$ cat config.mk
export PLATFORM = sky130hd
export DESIGN_NAME = earliest_free_worker_scheduler
export DESIGN_NICKNAME = d
export VERILOG_FILES = /design/src/hw/rtl/ewfs_pkg.sv /design/src/hw/rtl/earliest_free_worker_scheduler.sv /design/src/hw/rtl/ewfs_min_track.sv
export SDC_FILE = /design/constraint.sdc
export NUM_CORES = 1
export LEC_CHECK = 0
export BUFFER_PORTS_ARGS = -buffer_cell sky130_fd_sc_hd__clkbuf_2
export CORE_ASPECT_RATIO = 0.7
export CORE_MARGIN = 10
export CORE_UTILIZATION = 56
export CTS_CLUSTER_SIZE = 8
export DETAILED_ROUTE_END_ITERATION = 6
export PLACE_DENSITY = 0.81
export SYNTH_ARGS = -nofsm -noshare
export SYNTH_HDL_FRONTEND = slang
export SYNTH_SLANG_ARGS = --single-unit
export TNS_END_PERCENT = 10
$ cat constraint.sdc
create_clock -name clk -period 6 [get_ports clk]
set_input_delay 1.5 -clock clk [delete_from_list [all_inputs] [get_ports clk]]
set_output_delay 1.5 -clock clk [all_outputs]
set_load 0.05 [all_outputs]
$ cat src/hw/rtl/ewfs_pkg.sv
`default_nettype none

package ewfs_pkg;

	localparam int TIME_W = 48;
	localparam int DUR_W  = 32;
	localparam int ID_W   = 4;
	localparam int CFG_W  = 5;

	localparam logic [CFG_W-1:0] CFG_RESET = 5'd16;

	typedef enum logic [3:0] {
		ST_CLEAR = 4'b0001,
		ST_IDLE  = 4'b0010,
		ST_SCAN  = 4'b0100,
		ST_WRITE = 4'b1000
	} state_t;

endpackage

`default_nettype wire

$ cat src/hw/rtl/earliest_free_worker_scheduler.sv
`default_nettype none

// Earliest-free worker scheduler.
// Input channel (in_valid/in_ready, job_duration): one beat per job.
// Output channel (out_valid/out_ready, worker_id, start_time): one beat per
// job, giving the worker with the earliest free time (lowest id on a tie) and
// the time the job starts there. That worker's free time then advances by the
// duration, saturating at the maximum 48-bit time.
// Config channel (cfg_valid/cfg_ready, cfg_data): workers_in_use, always ready;
// write it only while no job is in flight. 0 acts as 1, values above
// NUM_WORKERS act as NUM_WORKERS.
// Free times live in a single-port memory read one entry per cycle. With N the
// clamped worker count, a job runs a serial scan through entries 0 to N - 1:
// each read is registered, then compared in the min tracker; the winner's entry
// is written back and the result registered; only then is a new job taken.
// Reset clears the memory entry by entry, during which no job is accepted. A
// result waiting on a stalled receiver holds the next job in its write-back
// step until the output register frees up.
module earliest_free_worker_scheduler #(
	parameter int NUM_WORKERS = 16
) (
	input  wire logic                          clk,
	input  wire logic                          arst_n,
	input  wire logic                          cfg_valid,
	output logic                               cfg_ready,
	input  wire logic [ewfs_pkg::CFG_W-1:0]    cfg_data,
	input  wire logic                          in_valid,
	output logic                               in_ready,
	input  wire logic [ewfs_pkg::DUR_W-1:0]    job_duration,
	output logic                               out_valid,
	input  wire logic                          out_ready,
	output logic      [ewfs_pkg::ID_W-1:0]     worker_id,
	output logic      [ewfs_pkg::TIME_W-1:0]   start_time
);

	localparam int IDX_W = (NUM_WORKERS > 1) ? $clog2(NUM_WORKERS) : 1;
	localparam logic [IDX_W-1:0] LAST_WORKER = IDX_W'(NUM_WORKERS - 1);

	ewfs_pkg::state_t state_q;

	logic [ewfs_pkg::CFG_W-1:0]  workers_q;
	logic [IDX_W-1:0]            last_idx;
	logic [IDX_W-1:0]            clr_q;
	logic [IDX_W-1:0]            rd_addr_q;
	logic                        issue_done_q;
	logic                        pend_s1;
	logic [IDX_W-1:0]            idx_s1;
	logic [ewfs_pkg::TIME_W-1:0] rdata_s1;
	logic [ewfs_pkg::DUR_W-1:0]  dur_q;
	logic                        out_valid_q;
	logic [ewfs_pkg::ID_W-1:0]   worker_id_q;
	logic [ewfs_pkg::TIME_W-1:0] start_time_q;

	logic [ewfs_pkg::TIME_W-1:0] mem [NUM_WORKERS];
	logic                        mem_re;
	logic                        mem_we;
	logic [IDX_W-1:0]            mem_waddr;
	logic [ewfs_pkg::TIME_W-1:0] mem_wdata;

	logic [IDX_W-1:0]            best_id;
	logic [ewfs_pkg::TIME_W-1:0] best_time;
	logic [ewfs_pkg::TIME_W:0]   sum;
	logic [ewfs_pkg::TIME_W-1:0] next_free;
	logic                        wb_go;

	assign cfg_ready = 1'b1;
	assign in_ready  = (state_q == ewfs_pkg::ST_IDLE);
	assign out_valid  = out_valid_q;
	assign worker_id  = worker_id_q;
	assign start_time = start_time_q;

	always_comb begin
		if (workers_q == '0) begin
			last_idx = '0;
		end else if (32'(workers_q) >= NUM_WORKERS) begin
			last_idx = LAST_WORKER;
		end else begin
			last_idx = IDX_W'(workers_q - 5'd1);
		end
	end

	assign sum       = {1'b0, best_time} + (ewfs_pkg::TIME_W + 1)'(dur_q);
	assign next_free = sum[ewfs_pkg::TIME_W] ? '1 : sum[ewfs_pkg::TIME_W-1:0];
	assign wb_go     = (state_q == ewfs_pkg::ST_WRITE) && (!out_valid_q || out_ready);
	assign mem_re    = (state_q == ewfs_pkg::ST_SCAN) && !issue_done_q;

	always_comb begin
		mem_we    = 1'b0;
		mem_waddr = clr_q;
		mem_wdata = '0;
		case (state_q)
			ewfs_pkg::ST_CLEAR: begin
				mem_we = 1'b1;
			end
			ewfs_pkg::ST_WRITE: begin
				mem_we    = wb_go;
				mem_waddr = best_id;
				mem_wdata = next_free;
			end
			default: begin
				mem_we = 1'b0;
			end
		endcase
	end

	always_ff @(posedge clk) begin
		if (mem_we) begin
			mem[mem_waddr] <= mem_wdata;
		end
		if (mem_re) begin
			rdata_s1 <= mem[rd_addr_q];
		end
	end

	ewfs_min_track #(
		.IDX_W(IDX_W)
	) u_min (
		.clk       (clk),
		.sample    (pend_s1),
		.idx       (idx_s1),
		.free_time (rdata_s1),
		.best_id   (best_id),
		.best_time (best_time)
	);

	always_ff @(posedge clk or negedge arst_n) begin
		if (!arst_n) begin
			workers_q <= ewfs_pkg::CFG_RESET;
		end else if (cfg_valid && cfg_ready) begin
			workers_q <= cfg_data;
		end
	end

	always_ff @(posedge clk or negedge arst_n) begin
		if (!arst_n) begin
			state_q      <= ewfs_pkg::ST_CLEAR;
			clr_q        <= '0;
			rd_addr_q    <= '0;
			issue_done_q <= 1'b0;
			pend_s1      <= 1'b0;
			out_valid_q  <= 1'b0;
		end else begin
			pend_s1 <= mem_re;
			if (wb_go) begin
				out_valid_q <= 1'b1;
			end else if (out_ready) begin
				out_valid_q <= 1'b0;
			end
			case (state_q)
				ewfs_pkg::ST_CLEAR: begin
					clr_q <= clr_q + 1'b1;
					if (clr_q == LAST_WORKER) begin
						state_q <= ewfs_pkg::ST_IDLE;
					end
				end
				ewfs_pkg::ST_IDLE: begin
					if (in_valid) begin
						rd_addr_q    <= '0;
						issue_done_q <= 1'b0;
						state_q      <= ewfs_pkg::ST_SCAN;
					end
				end
				ewfs_pkg::ST_SCAN: begin
					if (mem_re) begin
						rd_addr_q <= rd_addr_q + 1'b1;
						if (rd_addr_q == last_idx) begin
							issue_done_q <= 1'b1;
						end
					end
					if (pend_s1 && idx_s1 == last_idx) begin
						state_q <= ewfs_pkg::ST_WRITE;
					end
				end
				ewfs_pkg::ST_WRITE: begin
					if (wb_go) begin
						state_q <= ewfs_pkg::ST_IDLE;
					end
				end
				default: begin
					state_q <= ewfs_pkg::ST_IDLE;
				end
			endcase
		end
	end

	always_ff @(posedge clk) begin
		if (in_valid && in_ready) begin
			dur_q <= job_duration;
		end
		if (mem_re) begin
			idx_s1 <= rd_addr_q;
		end
		if (wb_go) begin
			worker_id_q  <= ewfs_pkg::ID_W'(best_id);
			start_time_q <= best_time;
		end
	end

endmodule

`default_nettype wire

$ cat src/hw/rtl/ewfs_min_track.sv
`default_nettype none

module ewfs_min_track #(
	parameter int IDX_W = 4
) (
	input  wire logic                          clk,
	input  wire logic                          sample,
	input  wire logic [IDX_W-1:0]              idx,
	input  wire logic [ewfs_pkg::TIME_W-1:0]   free_time,
	output logic      [IDX_W-1:0]              best_id,
	output logic      [ewfs_pkg::TIME_W-1:0]   best_time
);

	logic [IDX_W-1:0]            best_id_q;
	logic [ewfs_pkg::TIME_W-1:0] best_time_q;
	logic                        take;

	// first worker seeds the scan; strict less-than keeps the lowest id on a tie
	assign take = (idx == '0) || (free_time < best_time_q);

	always_ff @(posedge clk) begin
		if (sample && take) begin
			best_id_q   <= idx;
			best_time_q <= free_time;
		end
	end

	assign best_id   = best_id_q;
	assign best_time = best_time_q;

endmodule

`default_nettype wire

==> results list, run 1 <==
* Topmost layer with routed signal wires: met5
* Floorplan die area: 0.0819 sq mm
* Critical path data required time: 6.30 ns
* Number of nets with antenna violations after detailed routing: 0
* Number of buffers inserted by post-CTS setup repair: 0
* Layout cell share with drive strength beyond 1: 0.194
* DRC violation total after the first TritonRoute iteration: 3,074
- Summing all flip-flop and latch instances after layout gives 0.0292 sq mm.
* Clock tree buffer depth: 3
- Antenna cell count: 0
* Detailed placer's ending HPWL: 55,200 microns
- After clock tree synthesis, the repair step resized 0 gates.
* Net switching power: 0.00562 W
- The number of antenna violations at the first check in global routing came to 5.
- For this design the static power due to leakage is 14.8 nW.
- Before antenna repair, the detailed router went through 7 iterations.
- Slew at the pin with the worst max-slew slack: 1.27 ns
- The number of cells on the worst reg-to-reg path is 11.
* Pin count of the biggest net entering global routing: 86
* Gate Count Post-Synth: 2,267
- Sequential cell area fraction in the yosys report: 0.738
* Worst setup timing slack at the placement stage: 1.07 ns
- Of the total power, the share spent switching nets is 0.287.
- Endpoint of the most critical register-to-register path: mem[1][11]$_DFFE_PP_
- The synthesized netlist occupies a cell area of 0.0396 sq mm.
- Tightest slew margin relative to the limit: 0.142
- For this block, wires on met1 add up to 37,800 microns.
- Final worst slack: 1.14 ns
- Global routing finished with a remaining overflow of 0.
- The startpoint identified for the worst register-to-register timing path is u_min.best_time[0]$_DFFE_PP_.
- Synthesis inferred 976 register bits.
- H-tree Lvls: 4
- Setup crit start kind: flip-flop
- Sum of met3 wire segment lengths after detailed routing: 13,000 microns
* Port-buffer cells: 95
- Startpoint of the tightest hold check path: rdata_s1[0]$_DFFE_PP_
* Register clock-pin slew on the reported worst setup and hold paths: 0.05 ns
- The via count of the first global-routing pass came to 23.1k.
* Cell total after placement: 3,215
- Pin placement for this block handled 97 I/O pins.
- Count of non-filler cells in the finished layout: 3,379
- Final Total Pwr: 0.0195 W
* Path type of the worst min-delay path: reg2reg
- Of the total power, combinational logic draws 0.219.
* Final routed DRC violation total: 1
- The layout has 4,493 filler cells.
- The clock reaches the later pin of the worst-skew pair after 0.69 ns.
- The flow ran to the end, but the final reports show violations.
* Final standard cell area without fillers: 0.0451 sq mm
- Slowest CP cell: or4_2
- The die is 243 microns tall.
- Sum Neg Setup Slack: 0 ns
* YS warnings: 0
* Layout Skew: 0.0268 ns
- The clock period could shrink to 4.86 ns.
- Area of the multi-input gates: 0.00992 sq mm
* CP arrival: 5.16 ns
- For this run, the total global-route usage over all layers was measured as 0.245.
* CTS root buf: clkbuf_16
* Net count reported at finish: 2,569
* Post-DR vias/cell: 6.71
* Placed Instance Area: 0.0414 sq mm
- Counting every sink on the clock net gives 976.
* TritonCTS clock tree: built
- Setup repair after global routing left no endpoint under its margin.
- Worst Hold Path Cells: 0
- CP cell instances: ha_1, fa_1, a211oi_2, o211ai_1, nor3b_1, or3_4, a211o_2, o31ai_4, or4_2, buf_12, a21oi_1
- Internal Pwr Total: 0.0139 W
- Synthesis produced a netlist with a net count of 2,393.
- The share of total power dissipated in the clock network is 0.352.
- Power spread over the standard cell area amounts to 433 mW/mm^2.
- STA classifies the critical path endpoint as a flip-flop.
- IR drop worst, VDD: 0.000248 V
- DRT Wirelength: 101,000 microns
- Synthesized area divided by synthesized cell count: 17.5 sq um
- After detailed routing, the met2 layer carries 46,700 microns of wire.
- Timing would allow up to 206 MHz.
- Count of distinct cell types in the synthesized netlist: 68
- End of the worst hold path: u_min.best_time[0]$_DFFE_PP_
- In the synthesized netlist the dominant register cell turns out to be edfxtp_1.
- The die is 338 microns wide.
- Share of synthesized registers carrying an async set or reset: 0.0205
* Vias post-DR: 22.7k
- Yosys mapped a number of flops with a built-in enable equal to 956.
* Area growth from synthesis to layout: 13.9%
* Critical setup path kind: reg2reg
- Part of the power in registers: 0.430
* Core region area: 0.0699 sq mm
- The initialized floorplan defines 81 standard-cell rows.
- Number of hold buffers added after CTS: 0
- Share of the clock period used by the worst path after layout: 0.810
* Global-route wire length before repair: 149,000 microns
- The initial utilization of the core area, before any placement, comes to 0.566.
- The number of slew-limit violations in the final report was 0.
- The checks that failed: DRC.
* Final setup fails: 0
- Maximum single-stage delay on the critical path: 1.00 ns
- The tool flagged a number of max-cap violations equal to 0.
- Detailed-route wire length per cell: 29.8 microns
- Maximum fanout count along the critical path: 26
* Final Hold Viols: 0
- Minimum setup slack among reg-to-reg paths: 1.14 ns
- Number of buffers added by the clock tree synthesis step: 139
* Final RePlAce weighted congestion: 0.891
-- Yosys cell counts (all sizes together), types with 12 or more instances --
master / number / area [sq um]
a21o: 32 / 240
a21oi: 141 / 706
a221oi: 49 / 429
a22oi: 49 / 368
buf: 37 / 178
clkbuf: 65 / 245
dfrtp: 18 / 450
edfxtp: 956 / 28700
ha: 83 / 1040
inv: 61 / 229
mux2: 52 / 586
mux2i: 145 / 1450
mux4: 96 / 2160
nand2: 100 / 375
nand4: 17 / 106
nor2: 48 / 180
nor2b: 12 / 75.1
nor3: 19 / 95.1
o21ai: 124 / 621
xnor2: 30 / 263
xor2: 20 / 175
-- metrics by stage --
stage               hold WS [ns]  utilization
floorplan                  0.417            -
global placement           0.439        0.592
detailed placement         0.444        0.592
CTS                        0.461        0.645
global route               0.480        0.645
finish                     0.454        0.645
-- layout by cell type (no fill, tap or decap), types with 52 or more instances in the layout --
| cell type | n |
|---|---|
| clkbuf_16 | 143 |
| ha_1 | 83 |
| mux4_2 | 96 |
| edfxtp_1 | 956 |
| o21ai_0 | 123 |
| mux2_2 | 52 |
| clkbuf_2 | 95 |
| a21oi_1 | 141 |
| nand2_1 | 100 |
| inv_1 | 61 |
| mux2i_1 | 145 |
-- cell families after synthesis --
| family | count (synthesis) | synth area share |
|---|---|---|
| mux | 293 | 0.106 |
| compound gates | 453 | 0.0720 |
| fa+ha+maj | 84 | 0.0267 |
| xor+xnor | 50 | 0.0111 |
| buf+inv | 163 | 0.0165 |
| other cells | 1 | 0.0000947 |
| flops | 976 | 0.738 |
| simple gates | 247 | 0.0301 |
-- final cells by class --
class | count | area share
flip-flops and latches | 976 | 0.648
inverters | 61 | 0.00507
repair buffers | 137 | 0.0197
multi-input cells | 1128 | 0.220
clock buffers | 157 | 0.0805
clock inverters | 7 | 0.00202
well taps | 913 | 0.0253
-- power groups by stage --
stage / clock, W / sequential, W / combinational, W
floorplan: 0 / 0.00835 / 0.00299
global placement: 0 / 0.00849 / 0.00405
detailed placement: 0 / 0.00851 / 0.00414
CTS: 0.00693 / 0.00839 / 0.00421
global route: 0.00723 / 0.00842 / 0.00455
finish: 0.00688 / 0.00840 / 0.00427
-- flip-flops by register name, summed over array words and instances (netlist names) --
signal           flops
start_time          48
state_q              4
out_valid            1
worker_id            4
u_min.best_time     48
pend_s1              1
rd_addr_q            4
dur_q               32
rdata_s1            48
mem                768
u_min.best_id        4
workers_q            5
idx_s1               4
clr_q                4
issue_done_q         1
-- how the worst max path moves through the flow --
stage | startpoint | end | slack, ns | cells after the start
floorplan | out_ready | mem[7][0]$_DFFE_PP_ | -0.09 | 5
global placement | u_min.best_time[0]$_DFFE_PP_ | mem[2][27]$_DFFE_PP_ | 1.34 | 11
detailed placement | u_min.best_time[0]$_DFFE_PP_ | mem[2][27]$_DFFE_PP_ | 1.07 | 11
CTS | u_min.best_time[0]$_DFFE_PP_ | mem[8][27]$_DFFE_PP_ | 1.03 | 11
global route | u_min.best_time[0]$_DFFE_PP_ | mem[3][11]$_DFFE_PP_ | 0.99 | 11
finish | u_min.best_time[0]$_DFFE_PP_ | mem[1][11]$_DFFE_PP_ | 1.14 | 11
-- worst max-delay path, delay by kind of cell (launching register included) --
kind,cells,cell delay (ns)
compound gates,5,1.76
fa+ha+maj,2,0.56
buf+inv,1,0.32
flops,1,0.38
simple gates,3,1.41
-- metal layers --
layer  vias up  GRT usage
met4         4     0.0897
met1     11374      0.339
met5         -          0
met2      1624      0.374
met3       273     0.0630
li1       9389          -
Power figures use the tool's default switching activity.
==> run 2: changes to the inputs <==
Settings changed: CORE_UTILIZATION 56 to 62, PLACE_DENSITY 0.81 to 0.85.
Clock period 6 ns to 4.91 ns, I/O delays scaled along.
==> results list, run 2 (same netlist as run 1, synthesis figures left out) <==
- For the worst-skew pair, the clock arrives at the later sink with an insertion delay of 0.71 ns.
* Post_cts resized: 0
- Summing all multi-input logic gate instances after layout gives 0.00991 sq mm.
- Reg area: 0.0292 sq mm
- Dividing the detail-routed via count by the number of cells gives 7.02.
- The final layout contains 2,582 nets.
* Grt total ovfl: 0
- IR analysis of the VDD net gives a maximum drop of 0.000362 V.
- Detailed placer's ending HPWL: 54,400 microns
- The run finished, with violations left.
- The H-tree was split into 4 levels.
- Max_cap viols: 0
- In this run the most critical hold path is launched from rdata_s1[29]$_DFFE_PP_.
- The detailed router finished its first iteration with 3,439 violations.
- Register clock-pin slew on the reported worst setup and hold paths: 0.05 ns
* Floorplan die area: 0.0745 sq mm
* Standard-cell row count: 77
- Number of hold buffers added after CTS: 0
- Worst Hold Path Cells: 0
- Final RePlAce weighted congestion: 0.941
- Vias post-DR: 23.2k
- Clock skew on the completed layout was measured at 0.0296 ns.
* Leakage power total: 14.9 nW
- The checks that failed: DRC.
- The repair_antennas step left the layout with diodes totalling 0.
- FF-to-FF Start: u_min.best_time[0]$_DFFE_PP_
- 97 I/O pins were placed.
- Dividing total power by cell area gives a power density of 530 mW/mm^2.
- Critical setup path kind: reg2reg
* Die Height: 231 microns
* DRT Wirelength: 106,000 microns
- STA puts the critical path data arrival time at 5.00 ns.
- Detailed-route wire length per cell: 32.0 microns
* Area growth from synthesis to layout: 14.3%
- More flip-flops sit in one register than any other, and that register is mem.
- Depth of the worst register-to-register path: 11
* Fill cells: 3,494
- Endpoint of the most critical register-to-register path: mem[8][6]$_DFFE_PP_
- Final Total Pwr: 0.0240 W
- CTS Sinks: 976
- Number of nets with antenna violations after detailed routing: 0
- Layout cell share with drive strength beyond 1: 0.200
- Entering global routing, the biggest net connects 58 pins.
- In this run, CTS created clock tree buffers numbering 139.
* Core region area: 0.0632 sq mm
- Setup repair after global routing missed its margin: no
* Commonest non-fill, non-tap cell in the layout: edfxtp_1
- Share of the clock period used by the worst path after layout: 0.960
* CTS root buf: clkbuf_16
- Subtracting the final worst setup slack from the clock period gives 4.71 ns.
* Path type of the worst min-delay path: reg2reg
* Placed Instance Area: 0.0415 sq mm
- For flop-to-flop paths, the worst setup slack is 0.20 ns.
- Die width: 322 microns
- Number of buffers inserted by post-CTS setup repair: 0
- Slew at the pin with the worst max-slew slack: 1.31 ns
- End of the worst hold path: u_min.best_time[29]$_DFFE_PP_
* Final standard cell area without fillers: 0.0453 sq mm
* Final setup fails: 0
- The first detailed-routing pass ran for 7 iterations.
* Number of antenna violations at the first check in global routing: 0
* TritonCTS clock tree: built
- In the global route stage, overall resource usage came out at 0.282.
- Final Hold Viols: 0
- Counting along the longest clock path gives a buffer depth of 3.
- Commonest non-fill, non-tap cells in the layout: 956 x edfxtp_1, 145 x mux2i_1, 142 x clkbuf_16, 141 x a21oi_1, 123 x o21ai_0
- The worst setup path is captured at a flip-flop.
- The register with the most flip-flops in the layout has 768 of them.
* Final Slew Violations: 0
- Highest Clock Rate: 212 MHz
* Via count of the first global-routing pass: 23.8k
- STA classifies the critical path startpoint as a flip-flop.
* Final routed DRC violation total: 9
* Critical path data required time: 5.19 ns
* Initial core utilization: 0.627
* Port-buffer cells: 95
* Global-route wire length before repair: 154,000 microns
* Tightest slew margin relative to the limit: 0.113
- Maximum fanout count along the critical path: 28
[run 2: area by class of cell]
type / instances / share of cell area
sequential: 976 / 0.646
tap: 829 / 0.0229
inverter: 61 / 0.00506
clock inverter: 12 / 0.00390
clock buffer: 147 / 0.0789
multi-input combinational: 1128 / 0.219
timing repair buffer: 150 / 0.0246
[run 2: worst max path at each step]
stage / start / end / slack, ns / cells past startpoint
after floorplan: out_ready / mem[10][0]$_DFFE_PP_ / -0.16 / 5
after global placement: u_min.best_time[0]$_DFFE_PP_ / mem[8][8]$_DFFE_PP_ / 0.55 / 11
after detailed placement: u_min.best_time[0]$_DFFE_PP_ / mem[7][6]$_DFFE_PP_ / 0.39 / 11
after CTS: u_min.best_time[0]$_DFFE_PP_ / mem[6][6]$_DFFE_PP_ / 0.32 / 11
after global routing: u_min.best_time[0]$_DFFE_PP_ / mem[14][9]$_DFFE_PP_ / 0.07 / 11
final: u_min.best_time[0]$_DFFE_PP_ / mem[8][6]$_DFFE_PP_ / 0.20 / 11
[run 2: per-stage QoR]
step	utilization	TNS [ns]	setup slack (ns)	hold WS, ns	cells
after floorplan	-	-28.94	-0.158	0.417	2267
after detailed placement	0.657	0	0.395	0.446	3144
after CTS	0.716	0	0.317	0.461	3303
after global placement	0.657	0	0.552	0.442	3144
after global routing	0.716	0	0.0699	0.471	3303
final	0.716	0	0.196	0.457	3303
[run 2: power breakdown]
| part | internal (W) | switching, W |
|---|---|---|
| logic | 0.00215 | 0.00311 |
| clock network | 0.00511 | 0.00337 |
| registers | 0.00981 | 0.000451 |
| total | 0.0171 | 0.00693 |
[run 2: critical path, stage by stage, from the launching register on]
cell and delay (ns):
edfxtp_1 0.42, ha_1 0.25, fa_1 0.47, a211oi_2 0.29, o211ai_1 0.19, nor3b_1 0.18
or3_4 0.41, a211o_2 0.41, o31ai_4 0.38, or4_2 0.26, buf_4 0.49, a21oi_1 0.51
[run 2: layer usage]
| layer | routed length (microns) | part of all wire | vias to the layer above | global-route usage |
|---|---|---|---|---|
| met4 | 4270 | 0.040 | 0 | 0.121 |
| met1 | 38500 | 0.36 | 11511 | 0.380 |
| met3 | 13900 | 0.13 | 350 | 0.0755 |
| met5 | 0 | 0 | - | 0 |
| li1 | - | - | 9415 | - |
| met2 | 48900 | 0.46 | 1912 | 0.435 |
